File: src/rtl/core/lockstep_time_barrier_defines.svh
// Assertion macros for the barrier RTL.
`ifndef LOCKSTEP_TIME_BARRIER_DEFINES_SVH
`define LOCKSTEP_TIME_BARRIER_DEFINES_SVH

// Same-cycle implication, sampled on clk, quiet during reset.
`define LTB_ASSERT_NOW(lbl, ante, cons, msg) \
	lbl: assert property (@(posedge clk) disable iff (!arst_n) (ante) |-> (cons)) \
		else $error(msg);

// Next-cycle implication, sampled on clk, quiet during reset.
`define LTB_ASSERT_NEXT(lbl, ante, cons, msg) \
	lbl: assert property (@(posedge clk) disable iff (!arst_n) (ante) |=> (cons)) \
		else $error(msg);

`endif

File: src/rtl/core/ltb_pkg.sv
package ltb_pkg;

	localparam int MAX_SLOTS_DEF = 32;
	localparam int KEY_BITS_DEF  = 32;

	localparam int KEY_FIELD_BITS = 32;
	localparam int EXP_BITS       = 6;
	localparam int TIME_BITS      = 64;
	localparam int S_TDATA_BITS   = 40;
	localparam int M_TDATA_BITS   = 72;
	localparam int CFG_IDX_BITS   = 2;

	localparam logic [1:0] KIND_READY = 2'd0;
	localparam logic [1:0] KIND_ACK   = 2'd1;

	localparam logic [1:0] REPLY_ACK = 2'd0;
	localparam logic [1:0] REPLY_ERR = 2'd1;
	localparam logic [1:0] REPLY_DUP = 2'd2;

	localparam logic [CFG_IDX_BITS-1:0] CFG_EXPECTED = 2'd0;
	localparam logic [CFG_IDX_BITS-1:0] CFG_INTERVAL = 2'd1;

	typedef struct packed {
		logic [1:0]           reply;
		logic                 bvalid;
		logic [TIME_BITS-1:0] btime;
	} res_t;

endpackage

File: src/rtl/core/ltb_key_ram.sv
module ltb_key_ram #(
	parameter int DEPTH = ltb_pkg::MAX_SLOTS_DEF,
	parameter int WIDTH = ltb_pkg::KEY_FIELD_BITS,
	parameter int AW    = (DEPTH > 1) ? $clog2(DEPTH) : 1
) (
	input  logic             clk,
	input  logic             we,
	input  logic [AW-1:0]    waddr,
	input  logic [WIDTH-1:0] wdata,
	input  logic             re,
	input  logic [AW-1:0]    raddr,
	output logic [WIDTH-1:0] rdata
);

	logic [WIDTH-1:0] mem [DEPTH];

	always_ff @(posedge clk) begin
		if (we) begin
			mem[waddr] <= wdata;
		end
	end

	always_ff @(posedge clk) begin
		if (re) begin
			rdata <= mem[raddr];
		end
	end

endmodule

File: src/rtl/core/ltb_seq.sv
module ltb_seq #(
	parameter int MAX_SLOTS = ltb_pkg::MAX_SLOTS_DEF,
	parameter int KEY_BITS  = ltb_pkg::KEY_BITS_DEF,
	localparam int CW = $clog2(MAX_SLOTS + 1)
) (
	input  logic                                clk,
	input  logic                                arst_n,
	input  logic                                in_valid,
	output logic                                in_ready,
	input  logic [1:0]                          in_kind,
	input  logic [ltb_pkg::KEY_FIELD_BITS-1:0]  in_key,
	input  logic [ltb_pkg::EXP_BITS-1:0]        expected,
	input  logic [ltb_pkg::TIME_BITS-1:0]       interval,
	output logic                                res_valid,
	input  logic                                res_take,
	output ltb_pkg::res_t                       res,
	output logic                                run_phase,
	output logic [CW-1:0]                       reg_count
);

	localparam int AW = (MAX_SLOTS > 1) ? $clog2(MAX_SLOTS) : 1;
	localparam int KW = (KEY_BITS < ltb_pkg::KEY_FIELD_BITS) ? KEY_BITS
		: ltb_pkg::KEY_FIELD_BITS;

	localparam logic [1:0] ST_IDLE = 2'd0;
	localparam logic [1:0] ST_SCAN = 2'd1;
	localparam logic [1:0] ST_FIN  = 2'd2;
	localparam logic [1:0] ST_DONE = 2'd3;

	logic [1:0]                      state_q;
	logic                            run_q;
	logic [CW-1:0]                   count_q;
	logic [ltb_pkg::TIME_BITS-1:0]   time_q;
	logic [MAX_SLOTS-1:0]            acked_q;
	logic [1:0]                      kind_q;
	logic [KW-1:0]                   key_q;
	logic [CW-1:0]                   idx_q;
	logic [CW-1:0]                   lim_q;
	logic                            found_q;
	logic                            all_q;
	ltb_pkg::res_t                   res_q;
	logic                            rd_vld_s1;
	logic [AW-1:0]                   rd_idx_s1;

	logic [CW-1:0]                   need;
	logic                            rd_en;
	logic [KW-1:0]                   rd_key;
	logic                            hit;
	logic                            mark;
	logic                            reg_full;
	logic [CW-1:0]                   count_nx;
	logic [ltb_pkg::TIME_BITS-1:0]   time_sum;
	logic                            wr_en;

	always_comb begin
		if (expected == '0) begin
			need = CW'(1);
		end else if (32'(expected) > 32'(MAX_SLOTS)) begin
			need = CW'(MAX_SLOTS);
		end else begin
			need = CW'(expected);
		end
	end

	assign rd_en    = (state_q == ST_SCAN) && (idx_q < lim_q);
	assign hit      = (CW'(rd_idx_s1) < count_q) && (rd_key == key_q);
	assign mark     = run_q && (kind_q == ltb_pkg::KIND_ACK) && hit && !found_q;
	assign reg_full = (count_q == CW'(MAX_SLOTS));
	assign count_nx = count_q + CW'(1);
	assign time_sum = time_q + interval;
	assign wr_en    = (state_q == ST_FIN) && !run_q && (kind_q == ltb_pkg::KIND_READY)
		&& !found_q && !reg_full;

	ltb_key_ram #(
		.DEPTH(MAX_SLOTS),
		.WIDTH(KW),
		.AW   (AW)
	) u_key_ram (
		.clk  (clk),
		.we   (wr_en),
		.waddr(count_q[AW-1:0]),
		.wdata(key_q),
		.re   (rd_en),
		.raddr(idx_q[AW-1:0]),
		.rdata(rd_key)
	);

	always_ff @(posedge clk or negedge arst_n) begin
		if (!arst_n) begin
			state_q   <= ST_IDLE;
			run_q     <= 1'b0;
			count_q   <= '0;
			time_q    <= '0;
			acked_q   <= '0;
			kind_q    <= '0;
			key_q     <= '0;
			idx_q     <= '0;
			lim_q     <= '0;
			found_q   <= 1'b0;
			all_q     <= 1'b0;
			res_q     <= '0;
			rd_vld_s1 <= 1'b0;
			rd_idx_s1 <= '0;
		end else begin
			rd_vld_s1 <= rd_en;
			rd_idx_s1 <= idx_q[AW-1:0];
			case (state_q)
				ST_IDLE: begin
					if (in_valid) begin
						kind_q  <= in_kind;
						key_q   <= in_key[KW-1:0];
						found_q <= 1'b0;
						all_q   <= 1'b1;
						idx_q   <= '0;
						lim_q   <= run_q ? need : count_q;
						if (!run_q && (in_kind != ltb_pkg::KIND_READY)) begin
							res_q   <= '{reply: ltb_pkg::REPLY_ERR, bvalid: 1'b0, btime: '0};
							state_q <= ST_DONE;
						end else begin
							state_q <= ST_SCAN;
						end
					end
				end
				ST_SCAN: begin
					if (rd_en) begin
						idx_q <= idx_q + CW'(1);
					end
					if (rd_vld_s1) begin
						if (!run_q && hit) begin
							found_q <= 1'b1;
						end
						if (mark) begin
							found_q            <= 1'b1;
							acked_q[rd_idx_s1] <= 1'b1;
						end
						all_q <= all_q & (acked_q[rd_idx_s1] | mark);
					end
					// advance once the last read has come back
					if (!rd_en && !rd_vld_s1) begin
						state_q <= ST_FIN;
					end
				end
				ST_FIN: begin
					state_q <= ST_DONE;
					if (!run_q) begin
						if (found_q) begin
							res_q <= '{reply: ltb_pkg::REPLY_DUP, bvalid: 1'b0, btime: '0};
						end else if (reg_full) begin
							res_q <= '{reply: ltb_pkg::REPLY_ERR, bvalid: 1'b0, btime: '0};
						end else begin
							count_q <= count_nx;
							if (count_nx >= need) begin
								run_q   <= 1'b1;
								acked_q <= '0;
								res_q   <= '{reply: ltb_pkg::REPLY_ACK, bvalid: 1'b1,
									btime: time_q};
							end else begin
								res_q <= '{reply: ltb_pkg::REPLY_ACK, bvalid: 1'b0, btime: '0};
							end
						end
					end else if (all_q) begin
						time_q  <= time_sum;
						acked_q <= '0;
						res_q   <= '{reply: ltb_pkg::REPLY_ACK, bvalid: 1'b1, btime: time_sum};
					end else begin
						res_q <= '{reply: ltb_pkg::REPLY_ACK, bvalid: 1'b0, btime: '0};
					end
				end
				ST_DONE: begin
					if (res_take) begin
						state_q <= ST_IDLE;
					end
				end
				default: begin
					state_q <= ST_IDLE;
				end
			endcase
		end
	end

	assign in_ready  = (state_q == ST_IDLE);
	assign res_valid = (state_q == ST_DONE);
	assign res       = res_q;
	assign run_phase = run_q;
	assign reg_count = count_q;

endmodule

File: src/rtl/core/lockstep_time_barrier.sv
// Channel   Dir  Payload (low bit first)                       Accepted when
// s_axis    in   kind[1:0], client_key[33:2]                   s_tvalid & s_tready
// m_axis    out  reply[1:0], bcast_valid[2], bcast_time[66:3]  m_tvalid & m_tready
// cfg       in   cfg_index selects register, cfg_wdata         cfg_we
//
// An item scans N slots: the registered clients while registering, the clamped expected
// count while running. The key memory is read one slot a cycle through a registered read
// port; a non-ready item while registering skips the scan and gets an error result.
// Reset clears phase, count, flags and time; the key memory is not cleared. One result
// waits in the output register while the next item is taken; a second result holds the
// sequencer until the first is taken.
`include "lockstep_time_barrier_defines.svh"

module lockstep_time_barrier #(
	parameter int MAX_SLOTS = ltb_pkg::MAX_SLOTS_DEF,
	parameter int KEY_BITS  = ltb_pkg::KEY_BITS_DEF
) (
	input  logic                               clk,
	input  logic                               arst_n,
	input  logic                               s_tvalid,
	output logic                               s_tready,
	input  logic [ltb_pkg::S_TDATA_BITS-1:0]   s_tdata,   // kind, client_key
	output logic                               m_tvalid,
	input  logic                               m_tready,
	output logic [ltb_pkg::M_TDATA_BITS-1:0]   m_tdata,   // reply, bcast_valid, bcast_time
	input  logic                               cfg_we,
	input  logic [ltb_pkg::CFG_IDX_BITS-1:0]   cfg_index,
	input  logic [ltb_pkg::TIME_BITS-1:0]      cfg_wdata
);

	localparam int CW = $clog2(MAX_SLOTS + 1);

	logic [ltb_pkg::EXP_BITS-1:0]  expected_q;
	logic [ltb_pkg::TIME_BITS-1:0] interval_q;
	logic                          out_vld_q;
	ltb_pkg::res_t                 out_q;

	logic                          res_valid;
	logic                          res_take;
	ltb_pkg::res_t                 res;
	logic                          run_phase;
	logic [CW-1:0]                 reg_count;

	always_ff @(posedge clk or negedge arst_n) begin
		if (!arst_n) begin
			expected_q <= ltb_pkg::EXP_BITS'(1);
			interval_q <= ltb_pkg::TIME_BITS'(1);
		end else if (cfg_we) begin
			case (cfg_index)
				ltb_pkg::CFG_EXPECTED: expected_q <= cfg_wdata[ltb_pkg::EXP_BITS-1:0];
				ltb_pkg::CFG_INTERVAL: interval_q <= cfg_wdata;
				default: begin
				end
			endcase
		end
	end

	ltb_seq #(
		.MAX_SLOTS(MAX_SLOTS),
		.KEY_BITS (KEY_BITS)
	) u_seq (
		.clk      (clk),
		.arst_n   (arst_n),
		.in_valid (s_tvalid),
		.in_ready (s_tready),
		.in_kind  (s_tdata[1:0]),
		.in_key   (s_tdata[ltb_pkg::KEY_FIELD_BITS+1:2]),
		.expected (expected_q),
		.interval (interval_q),
		.res_valid(res_valid),
		.res_take (res_take),
		.res      (res),
		.run_phase(run_phase),
		.reg_count(reg_count)
	);

	assign res_take = res_valid && (!out_vld_q || m_tready);

	// hold the result until the far side takes it
	always_ff @(posedge clk or negedge arst_n) begin
		if (!arst_n) begin
			out_vld_q <= 1'b0;
			out_q     <= '0;
		end else begin
			if (res_take) begin
				out_vld_q <= 1'b1;
				out_q     <= res;
			end else if (m_tready) begin
				out_vld_q <= 1'b0;
			end
		end
	end

	assign m_tvalid = out_vld_q;
	assign m_tdata  = {5'b0, out_q.btime, out_q.bvalid, out_q.reply};

	`LTB_ASSERT_NOW(a_count_bound, 1'b1, 32'(reg_count) <= 32'(MAX_SLOTS),
		"registered count beyond slot count")
	`LTB_ASSERT_NEXT(a_run_sticky, run_phase, run_phase, "run phase left")
	`LTB_ASSERT_NOW(a_bcast_in_run, res_valid && res.bvalid, run_phase,
		"broadcast outside run phase")

endmodule
File: config.mk
export PLATFORM = sky130hd
export DESIGN_NAME = lockstep_time_barrier
export DESIGN_NICKNAME = d
export VERILOG_FILES = /design/src/rtl/core/ltb_pkg.sv /design/src/rtl/core/ltb_key_ram.sv /design/src/rtl/core/ltb_seq.sv /design/src/rtl/core/lockstep_time_barrier.sv
export VERILOG_INCLUDE_DIRS = /design/src /design/src/rtl/core
export SDC_FILE = /design/constraint.sdc
export NUM_CORES = 2
export LEC_CHECK = 0
export BUFFER_PORTS_ARGS = -buffer_cell sky130_fd_sc_hd__clkbuf_2
export CORE_ASPECT_RATIO = 0.8
export CORE_MARGIN = 10
export CORE_UTILIZATION = 53
export DETAILED_ROUTE_END_ITERATION = 10
export GPL_TIMING_DRIVEN = 0
export HOLD_SLACK_MARGIN = 0.05
export PLACE_DENSITY = 0.7
export SETUP_SLACK_MARGIN = 0.3
export SLEW_MARGIN = 20
export SYNTH_ARGS = -nofsm -noshare
export SYNTH_HDL_FRONTEND = slang
export SYNTH_HIERARCHICAL = 1
export SYNTH_SLANG_ARGS = --single-unit
export TNS_END_PERCENT = 30
File: constraint.sdc
create_clock -name clk -period 12.9 [get_ports clk]
set_clock_uncertainty 0.15 [all_clocks]
set_input_delay 2.58 -clock clk [delete_from_list [all_inputs] [get_ports clk]]
set_output_delay 2.58 -clock clk [all_outputs]
set_load 0.05 [all_outputs]
* Word-level counts from Yosys, hierarchy flattened
Memories as Yosys holds them, arrays and structs flattened. A register that Yosys moved wholly into a read port is not among the register bits.
Index checks and enable logic that the tools add are counted.
** Cells by class
- Shift operators :: 0
- Multiply operators :: 0
- Equality and inequality tests :: 19
- Divide/modulo/power cells :: 0
- Bitwise operators :: 6
- Reductions and logical operators :: 41
- Muxes and demuxes :: 47
- Add/subtract/negate cells :: 3
- Magnitude comparators :: 6
** Operators by type and width (number)
- $mux 67 :: 5
- $mux 32 :: 7
- $pmux 67 s2 :: 1
- $mux 65 :: 2
- $add 64x64->64 :: 1
- $pmux 32 s2 :: 1
- $eq 32x32->1 :: 1
- $or 32x32->32 :: 1
- $mux 6 :: 5
- $mux 1 :: 16
- $reduce_and 3->1 :: 5
- $logic_and 1x1->1 :: 14
- $add 6x1->6 const B :: 2
- $ne 3x2->1 const B :: 4
- $pmux 6 s2 :: 1
- $ne 2x1->1 const B :: 5
- $reduce_bool 2->1 :: 5
- $mux 2 :: 4
- $pmux 2 s4 :: 1
- $reduce_and 4->1 :: 2
- $reduce_and 7->1 :: 1
- $eq 2x1->1 const B :: 3
- $eq 6x6->1 const B :: 1
- $ge 6x6->1 :: 1
- other kinds (19) :: 33
** Word-level totals
- Register bits after elaboration :: 364
- Word-level logic and storage cells :: 145
- RAM bits :: 1024
- Output and inout port bits :: 74
- Latch bits :: 0
- ROM bits :: 0
- Memories :: 1
- Input bits :: 111
** Memories
- u_seq.u_key_ram.mem :: depth 32, bits a word 32, rd ports 1, clocked after memory_dff 1, wr ports 1, line ltb_key_ram.sv:15 : logic [WIDTH-1:0] mem [DEPTH];

* Depth between registers and ports, before layout
- Word-level depth :: 9
- Mapped depth :: 15
- Mapped depth without buffers :: 14

* Hierarchy
Netlist, hierarchy kept.
** By module, submodules not included
- ltb_key_ram :: times used 1, area each 40812.9 µm², cells an instance 2260, seq. area each 31710.4 µm²
- ltb_seq :: times used 1, area each 14154.8 µm², cells an instance 1551, seq. area each 5655.4 µm²
- lockstep_time_barrier :: times used 1, area each 5571.6 µm², cells an instance 301, seq. area each 3455.8 µm²

* Worst setup path after synthesis
Ideal clock, no wire load.
- Path type :: register to register
- Start :: register u_seq.count_q[0] (netlist: u_seq/reg_count[0])
- End :: memory u_seq/u_key_ram/mem[20][0] (netlist bit) (enable)
- Library setup time :: 0.421 ns
- Arrival :: 4.102 ns
- Required time :: 12.329 ns
- Period minus slack after synthesis :: 4.673 ns
- Path buffers :: 2
- Cell stages (with the launch flop) :: 12
- Setup slack :: 8.227 ns
- Cells stage by stage :: dfrtp_1 > inv_1 > ha_1 > nand2_1 > nor4_1 > or2_2 > clkbuf_1 > nor3_1 > nor3b_1 > or3b_2 > clkbuf_1 > nor2_1
** On the way
- Word-level cells in the longest chain between the ends :: 5
** Ends and longest elaborated chain
- start: declaration :: line ltb_seq.sv:32 : logic [CW-1:0] count_q;
- start signal: assignment :: line ltb_seq.sv:151 : count_q <= count_nx;
- $eq 6x6->1 :: line ltb_seq.sv:68 : assign reg_full = (count_q == CW'(MAX_SLOTS));
- $logic_not 1->1 :: line ltb_seq.sv:72 : && !found_q && !reg_full;
- $logic_and 1x1->1 :: line ltb_seq.sv:72
- net u_seq.wr_en :: line ltb_seq.sv:53 : logic wr_en;
- $mux 1 :: line ltb_key_ram.sv:18 : if (we) begin
- $mux 1 (implied by the code) :: line ltb_key_ram.sv:19 : mem[waddr] <= wdata;
- end: declaration :: line ltb_key_ram.sv:15
The timed path passes the listed nets, and every way through them passes these cells.

* Worst setup path after layout
- Start :: input s_tvalid
- End :: register u_seq.res_q (netlist bit u_seq/res[55])
** On the way
- Word-level cells in the longest chain between the ends :: 2
** Ends and longest elaborated chain
- start: declaration :: line lockstep_time_barrier.sv:20 : input logic s_tvalid,
- $ne 2x2->1 (no line)
- $reduce_and 3->1 (no line)
- end signal: assignment :: line ltb_seq.sv:117 : res_q <= '{reply: ltb_pkg::REPLY_ERR, bvalid: 1'b0, btime: '0};
- end signal: assignment :: line ltb_seq.sv:147 : res_q <= '{reply: ltb_pkg::REPLY_DUP, bvalid: 1'b0, btime: '0};
- end signal: assignment :: line ltb_seq.sv:149 : res_q <= '{reply: ltb_pkg::REPLY_ERR, bvalid: 1'b0, btime: '0};
- end: declaration :: line ltb_seq.sv:41 : ltb_pkg::res_t res_q;
No other way between the ends.
A chain may end at the register's enable or synchronous reset.

==> results.py <==
metrics = {
    "status": {
        "status": "finished clean",
    },
    "yosys": {
        "yosysTopAreaCell": "edfxtp_1",
        "synth.distinct_cells": 94,
        "ys_warn_count": 6,
        "avgSynthCellArea_um2": 14.7,
        "synth_area_leaders": "edfxtp_1 52%, dfrtp_1 15%, mux2i_1 8.7%",
        "synth_edf_count": 1056,
        "synth.yosys.seq_area_share": 0.674,
        "async_flop_share": 0.256,
        "synth.ff_latch_count": 1420,
        "synth_top_area_share": 0.524,
        "ys.flop_type": "edfxtp_1",
        "netlist_instances": 4112,
        "syn_area_mm2": 0.0605,
    },
    "timing": {
        "worst_slew_pin_slew_ps": 1240,
        "fmax_mhz": 173,
        "period_minus_slack_ps": 5770,
        "post-route-period-util": 0.447,
        "slew_headroom": 0.168,
        "slew_violations": 0,
        "grt_setup_unrepaired": "false",
        "setup_violations": 0,
        "worst_slack_ps": 7130,
        "hold_viol_final": 0,
        "fin_tns_setup_ps": 0,
    },
    "final_layout": {
        "area_growth_pct": 14.2,
        "final_cells": 6105,
        "finalNetCount": 4670,
        "final_common_cell": "edfxtp_1",
        "drive_gt1_frac": 0.177,
        "most-common-layout-cells": "1056 x edfxtp_1, 526 x mux2i_1, 331 x dfrtp_1",
    },
    "critical_path": {
        "cp-end-kind": "register",
        "worstPathMaxFanout": 10,
        "cp-start-kind": "primary input",
        "critical_path_class": "in -> reg",
        "cp.required_ps": 13430,
        "arrival_ps": 6290,
    },
    "floorplanning": {
        "die_h_um": 322,
        "core_mm2": 0.113,
        "die_w_um": 398,
        "rows": 110,
        "die_area_mm2": 0.128,
        "ios": 185,
        "initial_core_util": 0.536,
    },
    "route": {
        "dr.pass1.iters": 6,
        "via_per_inst": 6.17,
        "met1_length_um": 72200,
        "met3WireLength_um": 19400,
        "initialDrtViolationCount": 4577,
        "vias": 37600,
        "dr.max_layer_used": "met5",
        "wl_met2_um": 69400,
        "wire_per_inst_um": 27.2,
        "drtAntennaViolNets": 0,
        "routed_wl_um": 166000,
        "drcViolationCount": 0,
    },
    "clocking": {
        "clock-sinks": 1420,
        "cts_resized": 0,
        "cts_tree": "yes",
        "root_buffer": "clkbuf_16",
        "holdBufCountCts": 0,
        "htreeDepth": 4,
        "tritoncts.num_buffers": 140,
        "cts.clk_slew.worst_paths_ps": 60,
        "post-cts-setup-buffers": 0,
        "clk_latency_ps": 770,
        "clock_path_buffers": 3,
    },
    "global_route": {
        "grt.total_usage": 0.254,
        "antenna_found_initial": 11,
        "grt_pass1_vias": 36100,
        "grt_max_degree": 82,
        "overflow": 0,
        "grt_pass1_wl_um": 241000,
    },
    "power": {
        "p_leak_nw": 26.2,
        "power_mw": 16.4,
        "power_density_mw_per_mm2": 237,
        "worst_ir_drop_vdd_v": 0.000239,
    },
    "placement": {
        "placed_cells": 5843,
        "place_congestion": 0.960,
        "port_buffers": 173,
        "pre_cts_ws_ps": 6590,
        "place_hpwl_um": 115000,
    },
    "run": {
        "max_cap_viol_count": 0,
    },
    "worst_hold_path": {
        "hold_path.class": "reg -> reg",
    },
}
==> synthesized netlist by cell type, drive strengths merged (6+ instances only) <==
master / instances
a211oi: 6
a21o: 49
a21oi: 213
a221o: 8
a22o: 85
a22oi: 132
a31oi: 41
and2: 9
buf: 130
clkbuf: 101
dfrtp: 362
edfxtp: 1056
ha: 85
inv: 38
mux2: 173
mux2i: 526
mux4: 9
nand2: 330
nand2b: 17
nand3: 127
nand3b: 10
nand4: 33
nor2: 120
nor2b: 8
nor3: 52
nor3b: 7
nor4: 12
o21a: 10
o21ai: 175
o21bai: 9
o31ai: 7
xnor2: 45
xor2: 53
==> worst paths after layout <==
path | start | endpoint | slack, ps | cells after the start
min in group asynchronous | arst_n | interval_q[21] | 1690 | 1
max | s_tvalid | u_seq/res[55] | 7130 | 8
min | u_seq/acked_q[6] | u_seq/acked_q[6] | 320 | 2
max in group asynchronous | arst_n | u_seq/key_q[19] | 9260 | 4
max reg2reg | u_seq/reg_count[0] | u_seq/u_key_ram/mem[11][23] | 7300 | 11
min reg2reg | u_seq/acked_q[6] | u_seq/acked_q[6] | 320 | 2
==> power by group <==
| group | switching [mW] | internal (mW) | total (mW) | leakage (nW) |
|---|---|---|---|---|
| registers | 0.915 | 5.95 | 6.86 | 14.2 |
| logic | 3.55 | 1.93 | 5.48 | 9.79 |
| clock network | 1.74 | 2.32 | 4.06 | 2.20 |
==> layer usage <==
metal  vias up  global-route usage
met4         4              0.0881
met5         -             0.00532
met3       254              0.0758
met1     19100               0.378
li1      16400                   -
met2      1896               0.351
==> registers in the layout (all words and copies together), names as in the netlist <==
signal,cells
u_seq/u_key_ram/mem,1024
m_tdata,67
u_seq/res,67
interval_q,64
u_seq/time_q,64
u_seq/acked_q,32
u_seq/key_q,32
u_seq/u_key_ram/rdata,32
expected_q,6
u_seq/idx_q,6
u_seq/lim_q,6
u_seq/reg_count,6
u_seq/rd_idx_s1,5
u_seq/kind_q,2
u_seq/state_q,2
m_tvalid,1
u_seq/all_q,1
u_seq/found_q,1
u_seq/rd_vld_s1,1
u_seq/run_phase,1
==> critical path: stages <==
cell      delay [ps]
clkbuf_2         150
nand2_1          200
o32ai_1          970
nand2_1          480
nor4_4           980
clkbuf_1         650
a22oi_1          130
o21ai_0          130
==> per-stage QoR <==
stage                util  hold WS, ps  instance area [um2]
detailed placement  0.572          317                64600
floorplan               -          289                60600
CTS                 0.612          331                69100
finish              0.612          322                69200
global route        0.612          344                69200
global placement    0.560          306                63300
==> cell type report <==
| class | count | area, um2 |
|---|---|---|
| Buffer | 233 | 1390 |
| Clock buffer | 191 | 3860 |
| Sequential cell | 1420 | 40900 |
| Inverter | 38 | 143 |
| Antenna cell | 8 | 20.0 |
| Tap cell | 1512 | 1890 |
| Multi-Input combinational cell | 2425 | 18400 |
| Fill cell | 8384 | 43800 |
| Timing Repair Buffer | 215 | 1880 |
| Clock inverter | 63 | 672 |
==> logic make-up (layout without fill, tap and decap cells) <==
kind of cell | Yosys count | in the layout | synth area share
flip-flops | 1420 | 1420 | 0.674
AO/OA/AOI/OAI | 778 | 778 | 0.0842
AND/OR/NAND/NOR | 750 | 750 | 0.0566
multiplexers | 708 | 708 | 0.127
buffers and inverters | 271 | 740 | 0.0253
XOR/XNOR | 98 | 98 | 0.0142
adder cells (fa/ha/maj) | 86 | 86 | 0.0179
other | 1 | 13 | 0.0000619
(Power assumes the default switching activity.)
